===== src/hw/rtl/brs_pkg.sv =====
`timescale 1ns / 1ps
// brs_pkg: shared types and constants of the 2x block resampler.
// Used by brs_front, brs_expand and block_resample_2x_top.
package brs_pkg;

  localparam int SampleW   = 16;
  localparam int PosW      = 5;
  localparam int OutPosW   = 6;
  localparam int PairW     = 17;
  localparam int SlotW     = 4;
  localparam int StoreDepth = 16;
  localparam int DimW      = 3;
  localparam int TdataW    = 32;
  localparam int CfgIdxW   = 1;
  localparam int CfgDataW  = 3;

  localparam logic [CfgIdxW-1:0] RegModeGrow = 1'd0;
  localparam logic [CfgIdxW-1:0] RegDimLog2  = 1'd1;

  localparam logic [DimW-1:0] DimMin = 3'd1;
  localparam logic [DimW-1:0] DimMax = 3'd5;

  // one result record handed from the front end to the output sequencer
  typedef struct packed {
    logic [SampleW-1:0] value;
    logic [OutPosW-1:0] row;
    logic [OutPosW-1:0] col;
    logic               last;
    logic               grow;
  } res_t;

  // position mask (side - 1) for a block side of 2^dim_log2, clamped to 1..5
  function automatic logic [PosW-1:0] side_mask(input logic [DimW-1:0] lg);
    logic [DimW-1:0] l;
    l = lg;
    if (lg < DimMin) begin
      l = DimMin;
    end else if (lg > DimMax) begin
      l = DimMax;
    end
    side_mask = PosW'((6'd1 << l) - 6'd1);
  endfunction

endpackage


===== src/hw/rtl/brs_front.sv =====
`timescale 1ns / 1ps
// brs_front: config registers, block position counters, input register,
// pair-sum accumulation and half-row line store. Depends on brs_pkg.
module brs_front (
  input  logic                     clk,
  input  logic                     rst,
  input  logic                     cfg_we,
  input  logic [brs_pkg::CfgIdxW-1:0]  cfg_index,
  input  logic [brs_pkg::CfgDataW-1:0] cfg_data,
  input  logic                     s_tvalid,
  output logic                     s_tready,
  input  logic [brs_pkg::SampleW-1:0] s_tdata,
  output logic                     res_valid,
  input  logic                     res_ready,
  output brs_pkg::res_t            res
);
  import brs_pkg::*;

  logic              mode_grow;
  logic [DimW-1:0]   dim_log2;
  logic [PosW-1:0]   col_index;
  logic [PosW-1:0]   row_index;
  logic [PosW-1:0]   col_index_next;
  logic [PosW-1:0]   row_index_next;
  logic [PairW-1:0]  pair_sum;
  logic [PairW-1:0]  sum2;
  logic [PairW:0]    total;
  logic [PosW-1:0]   mask;
  logic              in_xfer;

  logic [PairW-1:0]  row_pair_store [StoreDepth];
  logic [PairW-1:0]  store_rd;

  logic               s1_valid;
  logic [SampleW-1:0] s1_sample;
  logic [PosW-1:0]    s1_row;
  logic [PosW-1:0]    s1_col;
  logic               s1_last;
  logic               s1_grow;
  logic               s1_emit;
  logic               s1_adv;

  assign mask    = side_mask(dim_log2);
  assign in_xfer = s_tvalid && s_tready;

  always_comb begin
    col_index_next = col_index + PosW'(1);
    row_index_next = row_index;
    if (col_index == mask) begin
      col_index_next = '0;
      row_index_next = (row_index == mask) ? '0 : row_index + PosW'(1);
    end
  end

  assign s1_emit  = s1_grow || (s1_col[0] && s1_row[0]);
  assign s1_adv   = s1_valid && (!s1_emit || res_ready);
  assign s_tready = !s1_valid || s1_adv;

  always_ff @(posedge clk) begin
    if (rst) begin
      mode_grow <= 1'b0;
      dim_log2  <= 3'd3;
      col_index <= '0;
      row_index <= '0;
      s1_valid  <= 1'b0;
    end else begin
      if (cfg_we) begin
        unique case (cfg_index)
          RegModeGrow: mode_grow <= cfg_data[0];
          RegDimLog2:  dim_log2  <= cfg_data;
          default: ;
        endcase
        col_index <= '0;
        row_index <= '0;
      end else if (in_xfer) begin
        col_index <= col_index_next;
        row_index <= row_index_next;
      end
      if (in_xfer) begin
        s1_valid <= 1'b1;
      end else if (s1_adv) begin
        s1_valid <= 1'b0;
      end
    end
  end

  always_ff @(posedge clk) begin
    if (in_xfer) begin
      s1_sample <= s_tdata;
      s1_row    <= row_index;
      s1_col    <= col_index;
      s1_last   <= (row_index == mask) && (col_index == mask);
      s1_grow   <= mode_grow;
      store_rd  <= row_pair_store[col_index[PosW-1:1]];
    end
  end

  assign sum2  = pair_sum + PairW'(s1_sample);
  assign total = {1'b0, store_rd} + {1'b0, sum2};

  always_ff @(posedge clk) begin
    if (rst || cfg_we) begin
      pair_sum <= '0;
    end else if (s1_adv && !s1_grow) begin
      pair_sum <= s1_col[0] ? sum2 : PairW'(s1_sample);
    end
  end

  always_ff @(posedge clk) begin
    if (s1_adv && !s1_grow && s1_col[0] && !s1_row[0]) begin
      row_pair_store[s1_col[PosW-1:1]] <= sum2;
    end
  end

  assign res_valid = s1_valid && s1_emit;

  always_comb begin
    res.last = s1_last;
    res.grow = s1_grow;
    if (s1_grow) begin
      res.value = s1_sample;
      res.row   = {s1_row, 1'b0};
      res.col   = {s1_col, 1'b0};
    end else begin
      res.value = total[PairW:2];
      res.row   = OutPosW'(s1_row[PosW-1:1]);
      res.col   = OutPosW'(s1_col[PosW-1:1]);
    end
  end

endmodule


===== src/hw/rtl/brs_expand.sv =====
`timescale 1ns / 1ps
// brs_expand: output register and sequencer; one transfer per shrink record,
// four per grow record in 2x2 raster order. Depends on brs_pkg.
module brs_expand (
  input  logic                        clk,
  input  logic                        rst,
  input  logic                        res_valid,
  output logic                        res_ready,
  input  brs_pkg::res_t               res,
  output logic                        m_tvalid,
  input  logic                        m_tready,
  output logic [brs_pkg::TdataW-1:0]  m_tdata,  // value[15:0], out_row[21:16], out_col[27:22], 0
  output logic                        m_tlast   // end_of_block
);
  import brs_pkg::*;

  res_t        hold;
  logic        hold_valid;
  logic [1:0]  beat;
  logic        final_beat;
  logic        out_xfer;
  logic [OutPosW-1:0] row_out;
  logic [OutPosW-1:0] col_out;

  assign final_beat = !hold.grow || (beat == 2'd3);
  assign out_xfer   = hold_valid && m_tready;
  assign res_ready  = !hold_valid || (out_xfer && final_beat);

  always_ff @(posedge clk) begin
    if (rst) begin
      hold_valid <= 1'b0;
      beat       <= 2'd0;
    end else begin
      if (res_valid && res_ready) begin
        hold_valid <= 1'b1;
        beat       <= 2'd0;
      end else if (out_xfer) begin
        if (final_beat) begin
          hold_valid <= 1'b0;
          beat       <= 2'd0;
        end else begin
          beat <= beat + 2'd1;
        end
      end
    end
  end

  always_ff @(posedge clk) begin
    if (res_valid && res_ready) begin
      hold <= res;
    end
  end

  assign row_out  = hold.row | OutPosW'(hold.grow & beat[1]);
  assign col_out  = hold.col | OutPosW'(hold.grow & beat[0]);
  assign m_tvalid = hold_valid;
  assign m_tdata  = TdataW'({col_out, row_out, hold.value});
  assign m_tlast  = hold.last && final_beat;

  a_beat_shrink: assert property (@(posedge clk) disable iff (rst)
    hold_valid && !hold.grow |-> beat == 2'd0)
    else $error("beat counter moved on a shrink record");

  a_beat_hold: assert property (@(posedge clk) disable iff (rst)
    hold_valid && !m_tready |=> hold_valid && $stable(beat))
    else $error("beat changed while output stalled");

  a_beat_step: assert property (@(posedge clk) disable iff (rst)
    out_xfer && hold.grow && beat != 2'd3 |=> hold_valid && beat == $past(beat) + 2'd1)
    else $error("grow sequence skipped a beat");

  a_take_only_free: assert property (@(posedge clk) disable iff (rst)
    res_ready && hold_valid |-> out_xfer && final_beat)
    else $error("record taken while previous one still pending");

endmodule


===== src/hw/rtl/block_resample_2x_top.sv =====
`timescale 1ns / 1ps
// block_resample_2x_top: 2x block resampler, shrink by 2x2 box average or
// grow by pixel replication. Depends on brs_pkg, brs_front, brs_expand.
//
// Usage:
//   Samples enter on s_tvalid/s_tready/s_tdata in raster order within square
//   blocks of side 2^dim_log2 (1..5), blocks back to back. Results leave on
//   m_tvalid/m_tready/m_tdata/m_tlast; m_tlast marks the block's final output.
//   Config writes (cfg_we, cfg_index, cfg_data) go in while idle; any write
//   restarts the block position.
// Path: a sample is registered in the input register of brs_front, then its
//   first result in the output register of brs_expand before it leaves on m_tdata.
// Throughput: shrink mode takes one sample per cycle while the output does not
//   stall (one result per four samples); grow mode emits four results per sample
//   over the one output port, so it takes samples at a quarter of the output rate.
// Reset: rst (synchronous) returns mode to shrink, dim_log2 to 3, position to
//   the block start and drops all pending results.
// Stall: with m_tready low the output holds; samples without a result pass on,
//   the next one with a result waits in the input register, after which
//   s_tready falls until the output drains.
module block_resample_2x_top (
  input  logic                          clk,
  input  logic                          rst,
  input  logic                          cfg_we,
  input  logic [brs_pkg::CfgIdxW-1:0]   cfg_index,
  input  logic [brs_pkg::CfgDataW-1:0]  cfg_data,
  input  logic                          s_tvalid,
  output logic                          s_tready,
  input  logic [brs_pkg::SampleW-1:0]   s_tdata,   // sample[15:0]
  output logic                          m_tvalid,
  input  logic                          m_tready,
  output logic [brs_pkg::TdataW-1:0]    m_tdata,   // value[15:0], out_row[21:16], out_col[27:22], 0
  output logic                          m_tlast    // end_of_block
);
  import brs_pkg::*;

  res_t res;
  logic res_valid;
  logic res_ready;

  brs_front u_front (
    .clk       (clk),
    .rst       (rst),
    .cfg_we    (cfg_we),
    .cfg_index (cfg_index),
    .cfg_data  (cfg_data),
    .s_tvalid  (s_tvalid),
    .s_tready  (s_tready),
    .s_tdata   (s_tdata),
    .res_valid (res_valid),
    .res_ready (res_ready),
    .res       (res)
  );

  brs_expand u_expand (
    .clk       (clk),
    .rst       (rst),
    .res_valid (res_valid),
    .res_ready (res_ready),
    .res       (res),
    .m_tvalid  (m_tvalid),
    .m_tready  (m_tready),
    .m_tdata   (m_tdata),
    .m_tlast   (m_tlast)
  );

endmodule

===== config.mk =====
export PLATFORM = sky130hd
export DESIGN_NAME = block_resample_2x_top
export DESIGN_NICKNAME = d
export VERILOG_FILES = /design/src/hw/rtl/brs_pkg.sv /design/src/hw/rtl/brs_front.sv /design/src/hw/rtl/brs_expand.sv /design/src/hw/rtl/block_resample_2x_top.sv
export SDC_FILE = /design/constraint.sdc
export NUM_CORES = 1
export LEC_CHECK = 0
export ABC_AREA = 0
export BUFFER_PORTS_ARGS = -buffer_cell sky130_fd_sc_hd__buf_2
export CORE_ASPECT_RATIO = 1.25
export CORE_UTILIZATION = 56
export DETAILED_ROUTE_END_ITERATION = 10
export HOLD_SLACK_MARGIN = 0.12
export PLACE_DENSITY = 0.76
export SLEW_MARGIN = 15
export SYNTH_ARGS = -nofsm -noshare
export SYNTH_HDL_FRONTEND = slang
export SYNTH_SLANG_ARGS = --single-unit

===== constraint.sdc =====
create_clock -name clk -period 4.5 [get_ports clk]
set_clock_uncertainty 0.15 [all_clocks]
set_input_delay 0.225 -clock clk [delete_from_list [all_inputs] [get_ports clk]]
set_output_delay 0.225 -clock clk [all_outputs]
set_load 0.02 [all_outputs]

==> summary.md <==
| Metric | Value |
|---|---|
| Outcome | `complete, no violations` |
| Ys flop type | `edfxtp_1` |
| Clk pin slew, worst setup/hold paths | `0.06 ns` |
| GRT Total Usage | `approximately 25%` |
| Levels on crit path | `15` |
| Die W | `between 150 and 200 µm` |
| Final Non-Filler Cells | `1,498` |
| Final WS setup | `0.354 ns` |
| Final ANT Viol Nets | `0` |
| Final Hold Fails | `0` |
| Max incr delay on CP | `between 0.4 and 0.5 ns` |
| Filler cells | `between 1,500 and 2,000` |
| Max-slew violations | `0` |
| Gpl congestion | `0.864` |
| Area after DPL | `~17,000 µm²` |
| Row cnt | `70` |
| I/O pin total | `60` |
| Rel. slew slack | `24.5%` |
| Endpoints failing setup | `0` |
| Area Growth Syn to Fin | `13.6%` |
| Mapped cell area | `~17,000 µm²` |
| # placed instances | `about 1,400` |
| Port bufs | `55` |
| Worst Hold Class | `in -> reg` |
| First-pass GRT wire length | `around 55,000 µm` |
| Total gr overflow | `0` |
| Unique masters post-synth | `75` |
| DR vias | `roughly 9,100` |
| FF/Latch Area | `between 10,000 and 15,000 µm²` |
| Seq/Total Area, Yosys | `67.1%` |
| DIE AREA | `slightly above 30,000 µm²` |
| Worst Path Max Fanout | `6` |
| Most area-consuming cells after synthesis | `edfxtp_1, mux4_2, dfxtp_1` |
| Drt first pass iters | `5` |
| CTS tree | `built` |
| Core Box Area | `29,200 µm²` |
| Crit. End Element | `flop` |
| Post-route setup TNS | `0 ns` |
| Hold path depth | `3` |
| Post-synth EDFFs | `347` |
| Final period utilization | `between 90 and 100%` |
| Cts bufs inserted | `36` |
| Post-DR wirelength/cell | `24.3 µm` |
| Yosys warns | `0` |
| Hpwl dp | `21,300 µm` |
| Max-Cap Viols | `0` |
| Clock Latency Late Sink | `0.55 ns` |
| Final WL | `36,400 µm` |
| H-tree depth | `2` |
| Fraction of registers with async set/reset | `0%` |
| Synth area leader | `edfxtp_1` |
| Initial antenna violation count | `0` |
| Post-route minimum period | `slightly above 4 ns` |
| Fin util | `approximately 65%` |
| Iteration-0 DRC Markers | `~740` |
| Commonest non-fill, non-tap cells in the layout | `edfxtp_1, mux4_2, buf_2, nand2_1` |
| Maximum clock frequency | `0.241 GHz` |
| Final net count | `1,139` |
| Starting Density | `56.8%` |
| Layout cell share with drive strength beyond 1 | `roughly 26%` |
| Worst setup SP type | `flop` |
| Worst EP arrival | `approximately 4.3 ns` |
| Static leakage | `about 6.4 nW` |
| Cells along the critical path | `ha_1 -> inv_1 -> fa_1 -> nand2b_1 -> a21o_1 -> a31o_2 -> a21oi_1 -> xor2_1 -> ha_1 -> and3_1 -> a221o_1 -> a21o_1 -> a21oi_1 -> xor2_1 -> o21ai_0` |
| Crit Path Class | `reg -> reg` |
| Worst-Margin Slew | `approximately 1.1 ns` |
| Synthesized instance count | `980` |
| Post-route DRC | `0` |
| ANT cells | `0` |
| Largest net degree at the start of global routing | `between 40 and 50` |
| Footprint of the multi-input gates | `around 5000 µm²` |
| Crit path max-delay cell type | `fa_1` |
| Vias per cell | `between 6 and 7` |
| Most common cell after layout, fill and taps aside | `edfxtp_1` |
| Worst-case clock buffer depth | `3` |
| Die height | `between 150 and 200 µm` |
| Clock sink count | `382` |
| Reg2reg path depth | `15` |
| Root buffer cell | `clkbuf_16` |
| PD cells | `about 400 nW/µm²` |
| Final instance area | `between 15,000 and 20,000 µm²` |
| Worst path buffer plus inverter count | `1` |
| RSZ-0062 raised after global routing | `no` |
| CP required | `4.61 ns` |
| Place WS | `0.269 ns` |
| Vias in the first global route | `a little over 9,000` |
| Avg Synthesized Cell Area | `approximately 17 µm²` |
| Synth Register Bits | `between 300 and 400` |
| Max IR drop VDD | `0.000290 V` |
| Yosys top cell area share | `62.9%` |
| CP top delay family | `compound AO/OA/AOI/OAI gates` |
==> state kept, by name (all words and copies together) (netlist names), 2 cells and up <==
| name | cells |
|---|---|
| u_front.s1_sample | 16 |
| u_front.pair_sum | 17 |
| u_front.s1_row | 5 |
| u_expand.beat | 2 |
| u_expand.m_tdata | 16 |
| u_front.s1_col | 5 |
| u_front.row_index | 5 |
| u_front.row_pair_store | 272 |
| u_front.dim_log2 | 3 |
| u_front.col_index | 5 |
| u_front.store_rd | 17 |
| u_expand.hold | 14 |
==> final timing paths <==
path	end	slack [ns]	start
setup / recovery	u_expand.m_tdata[14]$_DFFE_PP_	0.35	u_front.s1_sample[0]$_DFFE_PP_
hold / removal	u_front.pair_sum[1]$_SDFFE_PP0P_	0.18	cfg_we
setup reg to reg	u_expand.m_tdata[14]$_DFFE_PP_	0.35	u_front.s1_sample[0]$_DFFE_PP_
hold reg to reg	u_front.s1_grow$_DFFE_PP_	0.29	u_front.mode_grow$_SDFFE_PP0P_
==> area by class of cell <==
class                   instances  share of cell area, %
flip-flops and latches        382                   59.1
clock inverters                20                   1.42
inverters                      14                  0.279
multi-input cells             516                   26.6
repair buffers                126                   4.85
clock buffers                  44                   5.06
well taps                     396                   2.63
==> metrics by stage <==
stage	total power [mW]	hold slack (ns)
3_5_place_dp	4.55	0.253
3_3_place_gp	4.53	0.251
4_1_cts	7.71	0.146
6_report	7.67	0.176
5_1_grt	7.88	0.188
2_1_floorplan	4.40	0.174
==> what timing repair did <==
item,in CTS,in global routing
endpoints found under the setup margin,0,3
buffers inserted,0,0
endpoints found under the hold margin,24,0
gates resized for setup,0,2
hold buffers,32,0
==> logic make-up (layout without fill, tap and decap cells) <==
group | count (synthesis) | in the layout | share of synthesized area, %
buf+inv | 85 | 204 | 3.05
compound gates | 147 | 147 | 6.08
mux | 105 | 105 | 12.8
other cells | 2 | 5 | 0.0453
xor+xnor | 39 | 39 | 2.27
flops | 382 | 382 | 67.1
fa+ha+maj | 38 | 38 | 2.92
simple gates | 182 | 182 | 5.69
==> power breakdown <==
group	leakage, nW	internal, mW	switching [mW]
Combinational	2.35	0.199	0.320
Clock	0.586	1.86	1.30
Sequential	3.46	3.95	0.0318
Total	6.39	6.01	1.66
==> worst register-to-register path, cell delays in order, from the launching register on <==
cell and delay (ns):
edfxtp_1 0.39, ha_1 0.22, inv_1 0.08, fa_1 0.45, nand2b_1 0.18, a21o_1 0.22
a31o_2 0.26, a21oi_1 0.26, xor2_1 0.25, ha_1 0.35, and3_1 0.21, a221o_1 0.29
a21o_1 0.17, a21oi_1 0.16, xor2_1 0.15, o21ai_0 0.08
==> synth_stat cells, drive strengths merged (4+ instances only) <==
library cell,number
inv,14
nand3,9
and3,9
xor2,19
nor2,48
nand4,5
ha,37
mux4,85
o211ai,10
mux2i,14
nand2b,8
nor3,13
or3,5
a21o,13
buf,51
xnor2,18
mux2,6
o21ai,36
clkbuf,20
dfxtp,35
o21a,12
nand4b,4
nand2,47
a21oi,32
nor2b,8
a31oi,8
edfxtp,347
and2,12
a211oi,8
==> routing by layer <==
layer	share of wire, %	track usage, %	vias to the layer above
li1	-	-	4037
met1	38	30.1	4596
met2	52	43.3	372
met3	6.2	4.59	86
met4	3.9	11.4	0
met5	0	0	-
No activity file was read; power rests on OpenSTA's default activity.
